`src/rtl/sts_pkg.sv`:
```
// shared types, display codes and segment table for the signed tenths display scanner
package sts_pkg;

  localparam int unsigned NumDigits = 4;
  localparam int unsigned CodeWidth = 4;
  localparam int unsigned ValueWidth = 15;
  localparam int unsigned MagWidth = 14;
  localparam int unsigned SegWidth = 8;
  localparam int unsigned PosWidth = 2;

  typedef logic [CodeWidth-1:0] code_t;
  typedef code_t [NumDigits-1:0] codes_t;
  typedef logic [SegWidth-1:0] seg_t;
  typedef logic [PosWidth-1:0] pos_t;
  typedef logic [NumDigits-1:0] enable_t;

  typedef enum logic {
    CMD_LOAD = 1'b0,
    CMD_TICK = 1'b1
  } cmd_t;

  localparam code_t CODE_BLANK = 4'd10;
  localparam code_t CODE_MINUS = 4'd11;

  localparam pos_t POINT_POS = 2'd2;
  localparam int unsigned PointBit = 7;

  typedef struct packed {
    logic   update;
    codes_t codes;
  } split_t;

  // active-low pattern, bit 7 is the decimal point
  function automatic seg_t seg_pattern(code_t code);
    seg_t seg;
    case (code)
      4'd0:       seg = 8'b1100_0000;
      4'd1:       seg = 8'b1111_1001;
      4'd2:       seg = 8'b1010_0100;
      4'd3:       seg = 8'b1011_0000;
      4'd4:       seg = 8'b1001_1001;
      4'd5:       seg = 8'b1001_0010;
      4'd6:       seg = 8'b1000_0010;
      4'd7:       seg = 8'b1111_1000;
      4'd8:       seg = 8'b1000_0000;
      4'd9:       seg = 8'b1001_0000;
      CODE_MINUS: seg = 8'b1011_1111;
      default:    seg = 8'b1111_1111;
    endcase
    return seg;
  endfunction

endpackage

```
`src/rtl/sts_in_if.sv`:
```
// input channel: command and value beats
interface sts_in_if;
  logic                                       valid;
  logic                                       ready;
  logic                                       command;
  logic signed [sts_pkg::ValueWidth-1:0]      value;

  modport source (output valid, command, value, input ready);
  modport sink (input valid, command, value, output ready);
endinterface

```
`src/rtl/sts_out_if.sv`:
```
// output channel: segment pattern and digit enable beats
interface sts_out_if;
  logic                            valid;
  logic                            ready;
  logic [sts_pkg::SegWidth-1:0]    segments;
  logic [sts_pkg::NumDigits-1:0]   digit_enable;

  modport source (output valid, segments, digit_enable, input ready);
  modport sink (input valid, segments, digit_enable, output ready);
endinterface

```
`src/rtl/sts_digit_split.sv`:
```
// splits a signed tenths value into four display codes with blanks and minus sign
module sts_digit_split (
  input  logic signed [sts_pkg::ValueWidth-1:0] value,
  output sts_pkg::split_t                       split
);

  logic                              neg;
  logic [sts_pkg::ValueWidth-1:0]    abs_full;
  logic [sts_pkg::MagWidth-1:0]      mag;
  logic [26:0]                       p10;
  logic [26:0]                       p100;
  logic [26:0]                       p1000;
  logic [9:0]                        q10;
  logic [6:0]                        q100;
  logic [3:0]                        q1000;
  logic [13:0]                       ones_w;
  logic [9:0]                        tens_w;
  logic [6:0]                        hund_w;
  sts_pkg::code_t                    ones;
  sts_pkg::code_t                    tens;
  sts_pkg::code_t                    hund;

  assign neg      = value[sts_pkg::ValueWidth-1];
  assign abs_full = neg ? (~value + 15'd1) : value;
  assign mag      = abs_full[sts_pkg::MagWidth-1:0];

  // reciprocal multiplies, exact for magnitudes up to 9999
  assign p10   = {13'd0, mag} * 27'd6554;
  assign p100  = {13'd0, mag} * 27'd5243;
  assign p1000 = {13'd0, mag} * 27'd8389;
  assign q10   = p10[25:16];
  assign q100  = p100[25:19];
  assign q1000 = p1000[26:23];

  assign ones_w = mag - ({4'd0, q10} * 14'd10);
  assign tens_w = q10 - ({3'd0, q100} * 10'd10);
  assign hund_w = q100 - ({3'd0, q1000} * 7'd10);
  assign ones   = ones_w[3:0];
  assign tens   = tens_w[3:0];
  assign hund   = hund_w[3:0];

  always_comb begin
    split.codes[3] = ones;
    split.codes[2] = tens;
    split.codes[1] = hund;
    split.codes[0] = q1000;
    if (neg) begin
      split.update = (value >= -15'sd999);
      if (mag < 14'd100) begin
        split.codes[0] = sts_pkg::CODE_BLANK;
        split.codes[1] = sts_pkg::CODE_MINUS;
      end else begin
        split.codes[0] = sts_pkg::CODE_MINUS;
      end
    end else begin
      split.update = (value <= 15'sd9999);
      if (mag < 14'd100) begin
        split.codes[0] = sts_pkg::CODE_BLANK;
        split.codes[1] = sts_pkg::CODE_BLANK;
      end else if (mag < 14'd1000) begin
        split.codes[0] = sts_pkg::CODE_BLANK;
      end
    end
  end

endmodule

```
`src/rtl/signed_tenths_seven_segment_scan.sv`:
```
// top level: four-digit multiplexed seven-segment scanner for a signed value in tenths
//
// items: each beat carries command and value. a load beat (command 0) splits value
// into four display codes; values below -999 or above 9999 are ignored. a load
// gives no result beat.
// results: a tick beat (command 1) gives one beat with the active-low segment
// pattern of the current position (decimal point on position 2) and a one-hot
// digit enable, then the position steps 0,1,2,3,0...
// path: an accepted beat is held in the input register, and a tick result is then
// loaded into the output register, where it waits until the receiver takes it.
// throughput: one beat per cycle while results are taken; the digit split is a
// set of constant reciprocal multiplies and the segment table a small lookup,
// both combinational.
// reset: all four digits show zero, position returns to 0, both registers empty.
// stall: when the receiver holds ready low, the result waits in the output
// register; one further tick beat is held in the input register and items
// ready then drops. loads in the input register still complete while results stall.
module signed_tenths_seven_segment_scan (
  input  logic       clk,
  input  logic       rst,
  sts_in_if.sink     items,
  sts_out_if.source  results
);

  logic                                   in_valid;
  logic                                   in_command;
  logic signed [sts_pkg::ValueWidth-1:0]  in_value;
  logic                                   in_advance;
  logic                                   in_is_tick;

  sts_pkg::codes_t                        digit_codes;
  sts_pkg::pos_t                          scan_position;
  sts_pkg::split_t                        split;

  logic                                   out_valid;
  sts_pkg::seg_t                          segments;
  sts_pkg::enable_t                       digit_enable;
  sts_pkg::seg_t                          seg_next;
  sts_pkg::enable_t                       enable_next;

  sts_digit_split u_split (
    .value (in_value),
    .split (split)
  );

  assign in_is_tick    = (in_command == sts_pkg::CMD_TICK);
  assign in_advance    = in_valid && (!in_is_tick || !out_valid || results.ready);
  assign items.ready   = !in_valid || in_advance;

  // input register
  always_ff @(posedge clk) begin
    if (rst) begin
      in_valid <= 1'b0;
    end else if (items.ready) begin
      in_valid <= items.valid;
    end
    if (items.ready && items.valid) begin
      in_command <= items.command;
      in_value   <= items.value;
    end
  end

  // digit store and scan position
  always_ff @(posedge clk) begin
    if (rst) begin
      digit_codes   <= '0;
      scan_position <= '0;
    end else if (in_advance) begin
      if (in_is_tick) begin
        scan_position <= scan_position + 2'd1;
      end else if (split.update) begin
        digit_codes <= split.codes;
      end
    end
  end

  always_comb begin
    seg_next    = sts_pkg::seg_pattern(digit_codes[scan_position]);
    if (scan_position == sts_pkg::POINT_POS) begin
      seg_next[sts_pkg::PointBit] = 1'b0;
    end
    enable_next = sts_pkg::enable_t'(1) << scan_position;
  end

  // result register
  always_ff @(posedge clk) begin
    if (rst) begin
      out_valid <= 1'b0;
    end else if (in_advance && in_is_tick) begin
      out_valid <= 1'b1;
    end else if (results.ready) begin
      out_valid <= 1'b0;
    end
    if (in_advance && in_is_tick) begin
      segments     <= seg_next;
      digit_enable <= enable_next;
    end
  end

  assign results.valid        = out_valid;
  assign results.segments     = segments;
  assign results.digit_enable = digit_enable;

endmodule
```
`src/flat_wrapper.sv`:
```
// flat-port wrapper written by rule: the top's interface ports become plain ports
module signed_tenths_seven_segment_scan_flat 
  (clk, rst, items_valid, items_command, items_value, items_ready, results_valid, results_segments, results_digit_enable, results_ready);
  sts_in_if items_i ();
  sts_out_if results_i ();
  input  logic clk;
  input  logic rst;
  input wire logic [$bits(items_i.valid)-1:0] items_valid;
  input wire logic [$bits(items_i.command)-1:0] items_command;
  input wire logic [$bits(items_i.value)-1:0] items_value;
  output wire logic [$bits(items_i.ready)-1:0] items_ready;
  output wire logic [$bits(results_i.valid)-1:0] results_valid;
  output wire logic [$bits(results_i.segments)-1:0] results_segments;
  output wire logic [$bits(results_i.digit_enable)-1:0] results_digit_enable;
  input wire logic [$bits(results_i.ready)-1:0] results_ready;
  assign items_i.valid = items_valid;
  assign items_i.command = items_command;
  assign items_i.value = items_value;
  assign items_ready = items_i.ready;
  assign results_valid = results_i.valid;
  assign results_segments = results_i.segments;
  assign results_digit_enable = results_i.digit_enable;
  assign results_i.ready = results_ready;
  signed_tenths_seven_segment_scan u_core (.clk(clk), .rst(rst), .items(items_i), .results(results_i));
endmodule
```
`config.mk`:
```
export PLATFORM = sky130hd
export DESIGN_NAME = signed_tenths_seven_segment_scan_flat
export DESIGN_NICKNAME = d
export VERILOG_FILES = /design/src/rtl/sts_pkg.sv /design/src/rtl/sts_in_if.sv /design/src/rtl/sts_out_if.sv /design/src/rtl/sts_digit_split.sv /design/src/rtl/signed_tenths_seven_segment_scan.sv /design/src/flat_wrapper.sv
export SDC_FILE = /design/constraint.sdc
export NUM_CORES = 1
export LEC_CHECK = 0
export BUFFER_PORTS_ARGS = -buffer_cell sky130_fd_sc_hd__buf_4
export CORE_ASPECT_RATIO = 1.5
export CORE_MARGIN = 2
export CORE_UTILIZATION = 35
export CTS_BUF_LIST = sky130_fd_sc_hd__clkbuf_8 sky130_fd_sc_hd__clkbuf_16
export DETAILED_ROUTE_END_ITERATION = 6
export PLACE_DENSITY = 0.53
export SLEW_MARGIN = 20
export SYNTH_ARGS = -nofsm -noshare
export SYNTH_HDL_FRONTEND = slang
export SYNTH_SLANG_ARGS = --single-unit
```
`constraint.sdc`:
```
create_clock -name clk -period 19.7 [get_ports clk]
set_input_delay 1.97 -clock clk [delete_from_list [all_inputs] [get_ports clk]]
set_output_delay 1.97 -clock clk [all_outputs]
set_load 0.005 [all_outputs]
```
; Yosys cells after proc, flatten, opt, wreduce, memory -nomap -nowiden
; Memory sizes are Yosys's and may differ from the RTL's. A register that Yosys moved wholly into a read port is not among the register bits.
; Index checks and enable logic that the tools add are counted.
[op_classes]
multipliers = 6
n_bitwise = 2
magnitude_cmp = 5
shifts = 1
reduce_logical = 12
n_mux = 12
eq_ne = 1
n_addsub = 5
[ops]
columns = cell, n
row1 = 14-bit by 14-bit multiplier with 27-bit output (second input constant), 1
row2 = 14-bit by 13-bit multiplier with 26-bit output (second input constant), 1
row3 = 14-bit by 12-bit multiplier with 25-bit output (second input constant), 1
row4 = 4-bit 2-to-1 mux, 5
row5 = 15-bit by 11-bit greater-or-equal comparator with 1-bit output (second input constant), 1
row6 = 15-bit <= comparator (second input constant), 1
row7 = 14-bit by 1-bit adder with 14-bit output (second input constant), 1
row8 = 14-bit by 10-bit < comparator with 1-bit output (second input constant), 1
row9 = 14-bit by 7-bit < comparator with 1-bit output (second input constant), 1
row10 = 14-bit 2-to-1 mux, 1
row11 = 14-bit NOT, 1
row12 = 4-bit subtractor, 3
row13 = 10-bit by 3-bit multiplier with 3-bit output (second input constant), 1
row14 = 4-bit binary-select mux with 2-bit select, 1
row15 = 8-bit 2-to-1 mux, 1
row16 = 7-bit by 3-bit multiplier with 3-bit output (second input constant), 1
row17 = 4-bit by 3-bit multiplier with 3-bit output (second input constant), 1
row18 = 1-bit 2-to-1 mux, 4
row19 = 1-bit by 2-bit left shift with 4-bit output (first input constant), 1
row20 = 1-bit logical AND, 3
row21 = 1-bit zero test, 3
row22 = 1-bit logical OR, 3
row23 = 2-bit by 3-bit < comparator with 1-bit output (second input constant), 1
row24 = 3-bit AND reduction, 1
row25 = other kinds (5), 5
[totals]
romBits = 112
n_memories = 1
elab_cells = 56
reg_bits = 41
output_inout_bits = 14
[memory_table]
columns = name, words, word_bits, rd, rd_ports_with_merged_regs, write_ports, line
row1 = (name not given), 16, 7, 1, 1, 0, sts_pkg.sv:36  ; case (code)

; Logic depth before layout (Yosys ltp)
; Gate-level depths: netlist of the first run.
[logic_depth]
depth_word = 8
ltp_mapped = 32

; Cells and area by module
; A second synthesis of the first run with hierarchy kept.
[unflattened]
hier_cells = 995
hier_area_um2 = 9716.8
[modules_own_cells]
columns = module, n_inst, area_per_inst_um2, cells_per_inst, seq_area_each_um2
row1 = sts_digit_split, 1, 7773.7, 833, 0.0
row2 = signed_tenths_seven_segment_scan, 1, 1943.1, 162, 1241.2

; Worst setup path before layout of the first run
; No wires, ideal clock.
[synth_timing]
kind = reg2reg
startpoint = register u_core.in_value[5] in the netlist's numbering
endpoint = register u_core.digit_codes[11] in the netlist's numbering
n_path_buf = 0
slack_ps = 11791
synth_period_minus_slack_ps = 7909
arrival_time_ps = 7781
required_ps = 19572
stages_incl_launch_ff = 31
path_cell_list = edfxtp_1 > or3_4 > or3_4 > or3_1 > o31ai_1 > xor2_1 > inv_2 > fa_1 > inv_1 > ha_1 > fa_1 > inv_1 > fa_1 > fa_1 > inv_1 > ha_1 > nand4_1 > nor2_1 > o2111ai_1 > o211ai_1 > xor2_1 > ha_1 > inv_1 > fa_1 > xnor2_1 > xnor2_1 > xnor2_1 > xnor2_1 > xnor3_1 > mux2i_1 > nor2_1
[synth_via]
elab_chain_cells = 6
[synth_rtl]
columns = item, line
row1 = start: declaration, signed_tenths_seven_segment_scan.sv:27  ; logic signed [sts_pkg::ValueWidth-1:0] in_value;
row2 = start signal: assignment, signed_tenths_seven_segment_scan.sv:59  ; in_value <= items.value;
row3 = 14-bit NOT, sts_digit_split.sv:24  ; assign abs_full = neg ? (~value + 15'd1) : value;
row4 = 14-bit by 1-bit adder with 14-bit output, sts_digit_split.sv:24
row5 = 14-bit 2-to-1 mux, sts_digit_split.sv:24
row6 = 14-bit by 13-bit multiplier with 26-bit output, sts_digit_split.sv:29  ; assign p100 = {13'd0, mag} * 27'd5243;
row7 = 7-bit by 3-bit multiplier with 3-bit output, sts_digit_split.sv:36  ; assign tens_w = q10 - ({3'd0, q100} * 10'd10);
row8 = 4-bit subtractor, sts_digit_split.sv:36
row9 = end signal: assignment, signed_tenths_seven_segment_scan.sv:72  ; digit_codes <= split.codes;
row10 = end: declaration, signed_tenths_seven_segment_scan.sv:31  ; sts_pkg::codes_t digit_codes;
; Parallel ways exist; a longest one is shown, timed or not.
; A chain may end at the register's enable or synchronous reset.

; Final worst setup path of the first run
; Ends and elaborated chain as after synthesis.

==> reports/qor.csv, run 1 <==
metric,value,unit
io_pins,34,
holdCritStartpoint,u_core.digit_codes[6]$_SDFFE_PP0P_,
post-cts-setup-buffers,0,
rsz0062_at_grt,false,
gp_congestion,0.892,
ant_nets,0,
antenna_cells,0,
r2r_start,u_core.in_value[5]$_DFFE_PP_,
place_area,10200,um2
synthTopCellsByArea,"ha_1, fa_1, inv_1",
netlist.area_leader.share,28.8,%
die_w,139,um
netlist_area,9500,um2
yosysSeqAreaShare,13.1,%
hold_ws,0.489,ns
area_growth,9.37,%
drt_iter0_drc,254,
max_stage_delay,0.55,ns
fin_skew,0.00919,ns
cpMostUsedCell,fa_1,
cts_root_buffer,clkbuf_16,
ys_seq_elements,48,
row_count,73,
finalNetCount,1364,
critPathKind,flop to flop,
wl,22800,um
period_minus_slack,8.10,ns
dp_hpwl,20200,um
worstMarginPinSlew,1.04,ns
hold_path.class,flop to flop,
hold_buffers,0,
grt_antenna_before_repair,0,
synth_edf_count,28,
ys_top_cells_by_count,"inv_1, ha_1, fa_1",
track_usage,16.6,%
cp.required,19.87,ns
drc,0,
die_y,206,um
finalCritPeriodShare,41.1,%
synthesis.instances,955,
path_clk_slew,0.06,ns
ys_types,60,
drive_gt1_share,7.20,%
cts-resized-gates,0,
hold_violations,0,
cp_slowest_cell,fa_1,
endpoint_kind,flop,
fin_setup_tns,0,ns
insertion_delay,0.29,ns
core-area,26600,um2
fmax,123,MHz
utilization,39.1,%
max_slew_margin,29.9,%
status,completed,
numCtsBuffers,5,
critical_path.startpoint,u_core.in_value[5]$_DFFE_PP_,
async_reset_ff_share,0,%
drv_cap,0,
syn-num-nets,1320,
cts.sinks,48,
tritoncts,done,
grt_overflow,0,
ys.flop_type,edfxtp_1,
yosysMostFrequentCell,inv_1,
yosysTopAreaCell,ha_1,
worst_setup_path_start_kind,flop,
h-tree-depth,2,
grt_pass1_vias,6849,
grt_max_degree,26,
final-setup-viol-count,0,
start_util,35.8,%
grt_pass1_wl,36600,um
clk_path_buf_depth,2,
drt_first_pass_iters,4,
dr_total_vias,6336,
maxSlewViolCount,0,
stdcell_area,10400,um2
synth_warnings,0,
io_buffers,33,
die_area,28500,um2
num-fill-cells,2612,
cp_max_fo,8,
syn_avg_cell_area,9.95,um2
wl_per_cell,17.1,um
viasPerCell,4.74,
cp_data_arrival_time,8.27,ns
[worst max-delay path, delay by kind of cell, from the launching register on]
| kind | cells | cell delay (ns) |
|---|---|---|
| fa+ha+maj | 8 | 3.20 |
| xor+xnor | 7 | 1.52 |
| simple gates | 6 | 1.48 |
| compound gates | 3 | 0.67 |
| buf+inv | 6 | 0.50 |
| flops | 1 | 0.46 |
| mux | 1 | 0.14 |
[through the flow]
stage	std cells	setup slack (ns)
final	1337	11.60
after global routing	1337	11.20
after CTS	1337	11.59
after detailed placement	1329	11.60
after global placement	1329	11.79
after floorplan	955	11.79
[cells in the final DEF, fill, tap and decap left out, drive strengths merged, types with 3 or more instances in the layout]
| cell type | Yosys | routed |
|---|---|---|
| fa | 126 | 126 |
| nand4 | 5 | 5 |
| dfxtp | 20 | 20 |
| clkbuf | 9 | 6 |
| nor2 | 36 | 36 |
| o211ai | 4 | 4 |
| mux2i | 9 | 9 |
| a21oi | 29 | 29 |
| mux4 | 3 | 3 |
| buf | 1 | 47 |
| nand2b | 4 | 4 |
| edfxtp | 28 | 28 |
| nor2b | 7 | 7 |
| ha | 219 | 219 |
| a21o | 14 | 14 |
| nor3 | 7 | 7 |
| xnor2 | 38 | 38 |
| o21a | 3 | 3 |
| nand3b | 3 | 3 |
| or3 | 4 | 4 |
| o31ai | 6 | 6 |
| a31oi | 5 | 5 |
| a211oi | 12 | 12 |
| nand3 | 8 | 8 |
| o21ai | 23 | 23 |
| nand2 | 26 | 26 |
| inv | 265 | 266 |
| o21bai | 3 | 3 |
| xor2 | 11 | 11 |
[per-layer routing]
metal	track usage, %	wire, um
met4	4.96	748
met2	33.1	12600
met5	0	0
met3	1.05	415
met1	18.8	9120
[cell families after synthesis]
kind of cell	Yosys count	synth area share [%]
flops	48	13.1
buf+inv	275	10.9
compound gates	112	7.87
fa+ha+maj	345	55.4
mux	13	1.78
xor+xnor	51	5.15
simple gates	111	5.91
[path summary, 6_finish.rpt]
path | endpoint | slack, ns | cells after the start
hold / removal | u_core.digit_codes[6]$_SDFFE_PP0P_ | 0.49 | 2
setup reg to reg | u_core.digit_codes[11]$_SDFFE_PP0P_ | 11.60 | 31
hold reg to reg | u_core.digit_codes[6]$_SDFFE_PP0P_ | 0.49 | 2
setup / recovery | u_core.digit_codes[11]$_SDFFE_PP0P_ | 11.60 | 31
[flip-flops by register name, indices dropped and copies added (netlist names)]
signal / count
u_core.digit_codes: 16
u_core.in_command: 1
u_core.in_valid: 1
u_core.in_value: 15
u_core.results.digit_enable: 4
u_core.results.segments: 8
u_core.results.valid: 1
u_core.scan_position: 2
[area by class of cell]
cell class / count / area [um2] / area share [%]
flip-flops and latches: 48 / 1240 / 11.9
inverters: 265 / 995 / 9.57
clock inverters: 2 / 12.5 / 0.120
repair buffers: 47 / 353 / 3.39
clock buffers: 6 / 139 / 1.34
multi-input cells: 632 / 7230 / 69.6
well taps: 337 / 422 / 4.06
Power of run 1 is not shown: default switching activity piles up to over one toggle a cycle in this logic, so the estimate is an artifact.
==> inputs of run 2 (changes only) <==
--- a/config.mk
+++ b/config.mk
@@ -11,7 +11,7 @@
 export CORE_UTILIZATION = 35
 export CTS_BUF_LIST = sky130_fd_sc_hd__clkbuf_8 sky130_fd_sc_hd__clkbuf_16
 export DETAILED_ROUTE_END_ITERATION = 6
-export PLACE_DENSITY = 0.53
+export PLACE_DENSITY = 0.55
 export SLEW_MARGIN = 20
 export SYNTH_ARGS = -nofsm -noshare
 export SYNTH_HDL_FRONTEND = slang
==> constraint.sdc (replaced) <==
create_clock -name clk -period 6.8 [get_ports clk]
set_input_delay 0.68 -clock clk [delete_from_list [all_inputs] [get_ports clk]]
set_output_delay 0.68 -clock clk [all_outputs]
set_load 0.005 [all_outputs]
==> reports/qor.csv, run 2 (synthesized netlist as in run 1, its figures left out) <==
metric,value,unit
grtUsageMet2,35.4,%
drive_gt1_share,22.2,%
antenna_cells,0,
drc,0,
track_usage,17.7,%
core-area,26600,um2
worstMarginPinSlew,0.916,ns
drv_cap,0,
cts_root_buffer,clkbuf_16,
top_register,u_core.digit_codes,
multi_input_area,7440,um2
max_slew_margin,38.9,%
wl_per_cell,16.4,um
final_cells,1483,
use_met3,1.02,%
grt_overflow,0,
reg.largest.list,"u_core.digit_codes: 16 flops, u_core.in_value: 15 flops, u_core.results.segments: 8 flops",
crit_family,adder cells,
stdcell_area,11800,um2
rsz0062_at_grt,true,
area_growth,23.6,%
finalNetCount,1510,
h-tree-depth,2,
row_count,73,
drt_iter0_drc,163,
dp_hpwl,22100,um
hold_end,u_core.digit_codes[6]$_SDFFE_PP0P_,
num-fill-cells,2564,
worst_setup_path_start_kind,flop,
critPathKind,flop to flop,
grt.met1_usage,18.9,%
ant_nets,0,
dp.cells,1469,
busiest_layer,met2,
largest_register_ffs,16,
hold_violations,0,
numCtsBuffers,5,
fin_skew,0.00774,ns
dr_total_vias,6891,
seq_area,1240,um2
cp_slowest_cell,fa_1,
period_minus_slack,7.30,ns
grt_pass1_wl,39100,um
endpoint_kind,flop,
status,"finished, violations left",
clk_path_buf_depth,2,
layout_commonest_cell,inv_1,
cts.sinks,48,
worstHoldPathCells,2,
insertion_delay,0.29,ns
cp.required,6.98,ns
start_util,35.8,%
die_w,139,um
grt_max_degree,26,
finalCritPeriodShare,107,%
r2r_cells,30,
r2r_start,u_core.in_value[7]$_DFFE_PP_,
layout_common_cells,"inv_1, ha_1, buf_4",
final-setup-viol-count,2,
rrSetupSlack,-0.50,ns
maxSlewViolCount,0,
die_y,206,um
drt_first_pass_iters,4,
holdCritStartpoint,u_core.digit_codes[6]$_SDFFE_PP0P_,
hold_buffers,0,
cp_max_fo,4,
violations,negative setup slack,
path_clk_slew,0.07,ns
grt_pass1_vias,7732,
grt_antenna_before_repair,0,
cp_data_arrival_time,7.47,ns
rr_endpoint,u_core.digit_codes[11]$_SDFFE_PP0P_,
hold_path.class,flop to flop,
io_buffers,33,
max_stage_delay,0.53,ns
place_area,11400,um2
critPathBufInv,5,
die_area,28500,um2
gp_congestion,0.895,
fmax,137,MHz
io_pins,34,
wl,24400,um
tritoncts,done,
viasPerCell,4.65,
finalWorstSetupSlack,-0.498,ns
run 2: routing by layer:
| layer | part of all wire (%) | vias up |
|---|---|---|
| met2 | 55 | 68 |
| met4 | 5.6 | 0 |
| met5 | 0 | - |
| li1 | - | 3437 |
| met1 | 38 | 3344 |
| met3 | 1.0 | 42 |
run 2: worst max-delay path by stage:
| stage | slack (ns) | start | cells after the start | endpoint |
|---|---|---|---|---|
| after CTS | -0.50 | u_core.in_value[7]$_DFFE_PP_ | 30 | u_core.digit_codes[11]$_SDFFE_PP0P_ |
| after global routing | -0.89 | u_core.in_value[7]$_DFFE_PP_ | 30 | u_core.digit_codes[11]$_SDFFE_PP0P_ |
| final | -0.50 | u_core.in_value[7]$_DFFE_PP_ | 30 | u_core.digit_codes[11]$_SDFFE_PP0P_ |
| after global placement | -0.46 | u_core.in_value[7]$_DFFE_PP_ | 30 | u_core.digit_codes[11]$_SDFFE_PP0P_ |
| after detailed placement | -0.56 | u_core.in_value[7]$_DFFE_PP_ | 30 | u_core.digit_codes[11]$_SDFFE_PP0P_ |
| after floorplan | -0.68 | u_core.in_value[5]$_DFFE_PP_ | 30 | u_core.digit_codes[11]$_SDFFE_PP0P_ |
run 2: layout make-up:
cell class	instances	share of cell area, %
clock buffer	5	1.06
clock inverter	3	0.149
inverter	265	8.49
multi-input combinational	632	63.3
sequential	48	10.6
tap	337	3.59
timing repair buffer	193	12.8
run 2: tightest hold or removal path, cell delays in order (launching register included):
cell	delay (ns)
dfxtp_1	0.32
nand2b_1	0.07
a21oi_1	0.05
run 2: metrics by stage:
stage	TNS, ns	utilization (%)	setup slack, ns	hold WS, ns
6_report	-0.827	44.2	-0.498	0.490
5_1_grt	-1.81	44.2	-0.894	0.524
4_1_cts	-1.07	43.7	-0.498	0.498
3_5_place_dp	-0.953	43.0	-0.563	0.483
3_3_place_gp	-0.733	43.0	-0.456	0.479
2_1_floorplan	-1.12	-	-0.676	0.443
run 2: repair_timing:
action                     CTS  global route
setup endpoints to repair    3             5
pin swaps                   19            27
setup buffers                3             4
gates resized for setup      8            23
Power of run 2 is left out for the same reason.
==> inputs of run 3 (changes only) <==
--- a/config.mk
+++ b/config.mk
@@ -5,6 +5,7 @@
 export SDC_FILE = /design/constraint.sdc
 export NUM_CORES = 1
 export LEC_CHECK = 0
+export ABC_AREA = 1
 export BUFFER_PORTS_ARGS = -buffer_cell sky130_fd_sc_hd__buf_4
 export CORE_ASPECT_RATIO = 1.5
 export CORE_MARGIN = 2
@@ -12,7 +13,6 @@
 export CTS_BUF_LIST = sky130_fd_sc_hd__clkbuf_8 sky130_fd_sc_hd__clkbuf_16
 export DETAILED_ROUTE_END_ITERATION = 6
 export PLACE_DENSITY = 0.55
-export SLEW_MARGIN = 20
 export SYNTH_ARGS = -nofsm -noshare
 export SYNTH_HDL_FRONTEND = slang
 export SYNTH_SLANG_ARGS = --single-unit
==> reports/qor.csv, run 3 <==
metric,value,unit
status,completed,
grt_overflow,0,
gp_congestion,0.933,
numCtsBuffers,5,
cp_data_arrival_time,6.68,ns
die_y,218,um
core-area,30100,um2
synthXorXnorAreaFrac,2.34,%
h-tree-depth,2,
yosysTopAreaCell,ha_1,
finalNetCount,1768,
track_usage,19.6,%
drt_iter0_drc,242,
fmax,154,MHz
area_growth,15.7,%
row_count,78,
endpoint_kind,flop,
insertion_delay,0.29,ns
io_pins,34,
antenna_cells,0,
synth_top_family_by_area,adder cells,
wl,30400,um
grt_max_degree,22,
cp_max_fo,4,
io_buffers,33,
place_area,11800,um2
synth_warnings,0,
clk_path_buf_depth,2,
grt_pass1_wl,48200,um
max_slew_margin,65.3,%
ys_types,50,
num-fill-cells,3127,
cp_slowest_cell,fa_1,
synth-simple-area-share,16.1,%
crit_family,adder cells,
yosysMostFrequentCell,inv_1,
top_register,u_core.digit_codes,
dp_hpwl,27200,um
path_clk_slew,0.07,ns
max_stage_delay,0.58,ns
hold_violations,0,
layout_common_cells,"inv_1, nand2_1, ha_1",
synthAdderAreaFrac,49.5,%
dr_total_vias,8578,
ys_top_cells_by_count,"inv_1, nand2_1, ha_1",
synth_compound_area_share,7.57,%
ys_seq_elements,48,
die_w,146,um
ant_nets,0,
maxSlewViolCount,0,
finalCritPeriodShare,95.5,%
viasPerCell,4.75,
hold_buffers,0,
syn_avg_cell_area,8.16,um2
tritoncts,done,
reg.largest.list,"u_core.digit_codes: 16 flops, u_core.in_value: 15 flops, u_core.results.segments: 8 flops",
drt_first_pass_iters,5,
die_area,31800,um2
cp.required,6.99,ns
largest_register_ffs,16,
netlist.area_leader.share,25.8,%
worstMarginPinSlew,0.521,ns
grt_antenna_before_repair,0,
period_minus_slack,6.50,ns
muxShareOfSynthArea,0,%
fin_skew,0.00820,ns
start_util,35.4,%
stdcell_area,12300,um2
critPathKind,flop to flop,
grt_pass1_vias,9251,
synth_edf_count,28,
layout_commonest_cell,inv_1,
synthesis.instances,1304,
netlist_area,10600,um2
hold_path.class,flop to flop,
drive_gt1_share,12.6,%
syn-num-nets,1669,
cts.sinks,48,
yosysSeqAreaShare,11.7,%
drv_cap,0,
wl_per_cell,16.9,um
synthTopCellsByArea,"ha_1, fa_1, inv_1",
critPathBufInv,9,
worst_setup_path_start_kind,flop,
ys.flop_type,edfxtp_1,
drc,0,
final-setup-viol-count,0,
cts_root_buffer,clkbuf_16,
async_reset_ff_share,0,%
run 3: changes by cell type after synthesis, moves of 9 or more:
cell	delta
a21oi_1	+25
inv_1	+83
nand4_1	+9
nor2_1	+30
nand3_1	+40
xnor2_1	-25
nand2_1	+197
mux2i_1	-9
o21ai_0	+17
run 3: metal layers:
| layer | up-vias | part of all wire (%) | track usage (%) |
|---|---|---|---|
| met3 | 69 | 1.5 | 1.11 |
| li1 | 4272 | - | - |
| met5 | - | 0 | 0 |
| met4 | 0 | 5.3 | 8.83 |
| met2 | 125 | 57 | 40.2 |
| met1 | 4112 | 37 | 19.9 |
run 3: kinds of logic after synthesis:
kind of cell | Yosys count
AOI/OAI and AO/OA | 135
DFF | 48
xor gates and xnor gates | 26
adders and majority gates | 345
buffers and inverters | 362
and+or+nand+nor | 388
run 3: worst min-delay path, delay by kind of cell (launching register included):
family | cells | cell delay, ns
buffers and inverters | 1 | 0.06
DFF | 1 | 0.30
AOI/OAI and AO/OA | 1 | 0.06
run 3: area by class of cell:
cell class / instances / area [um2] / area share, %
Clock inverter: 2 / 33.8 / 0.274
Clock buffer: 6 / 150 / 1.22
Sequential cell: 48 / 1240 / 10.1
Tap cell: 400 / 500 / 4.07
Multi-Input combinational cell: 894 / 8270 / 67.2
Inverter: 355 / 1330 / 10.8
Timing Repair Buffer: 99 / 783 / 6.36
run 3: through the flow:
| stage | std cells | setup TNS (ns) | hold slack [ns] | utilization, % | setup slack (ns) |
|---|---|---|---|---|---|
| CTS | 1796 | 0 | 0.459 | 40.0 | 0.0412 |
| detailed placement | 1788 | -0.0314 | 0.451 | 39.3 | -0.0314 |
| global route | 1804 | -0.0363 | 0.483 | 41.0 | -0.0211 |
| finish | 1804 | 0 | 0.456 | 41.0 | 0.303 |
| floorplan | 1304 | 0 | 0.425 | - | 0.0481 |
| global placement | 1788 | 0 | 0.455 | 39.3 | 0.0415 |
run 3: worst paths after layout:
kind                                        from                                  end  slack [ns]  cells after the start
max                 u_core.in_value[1]$_DFFE_PP_   u_core.digit_codes[7]$_SDFFE_PP0P_        0.30                     32
min          u_core.digit_codes[12]$_SDFFE_PP0P_  u_core.digit_codes[12]$_SDFFE_PP0P_        0.46                      2
max reg2reg         u_core.in_value[1]$_DFFE_PP_   u_core.digit_codes[7]$_SDFFE_PP0P_        0.30                     32
min reg2reg  u_core.digit_codes[12]$_SDFFE_PP0P_  u_core.digit_codes[12]$_SDFFE_PP0P_        0.46                      2
run 3: repair_timing:
action	in CTS	in global routing
resized for setup	1	45
buffers inserted	0	8
pin swaps	0	16
cloned	0	0
endpoints found under the setup margin	1	5
Power of run 3 is left out for the same reason.
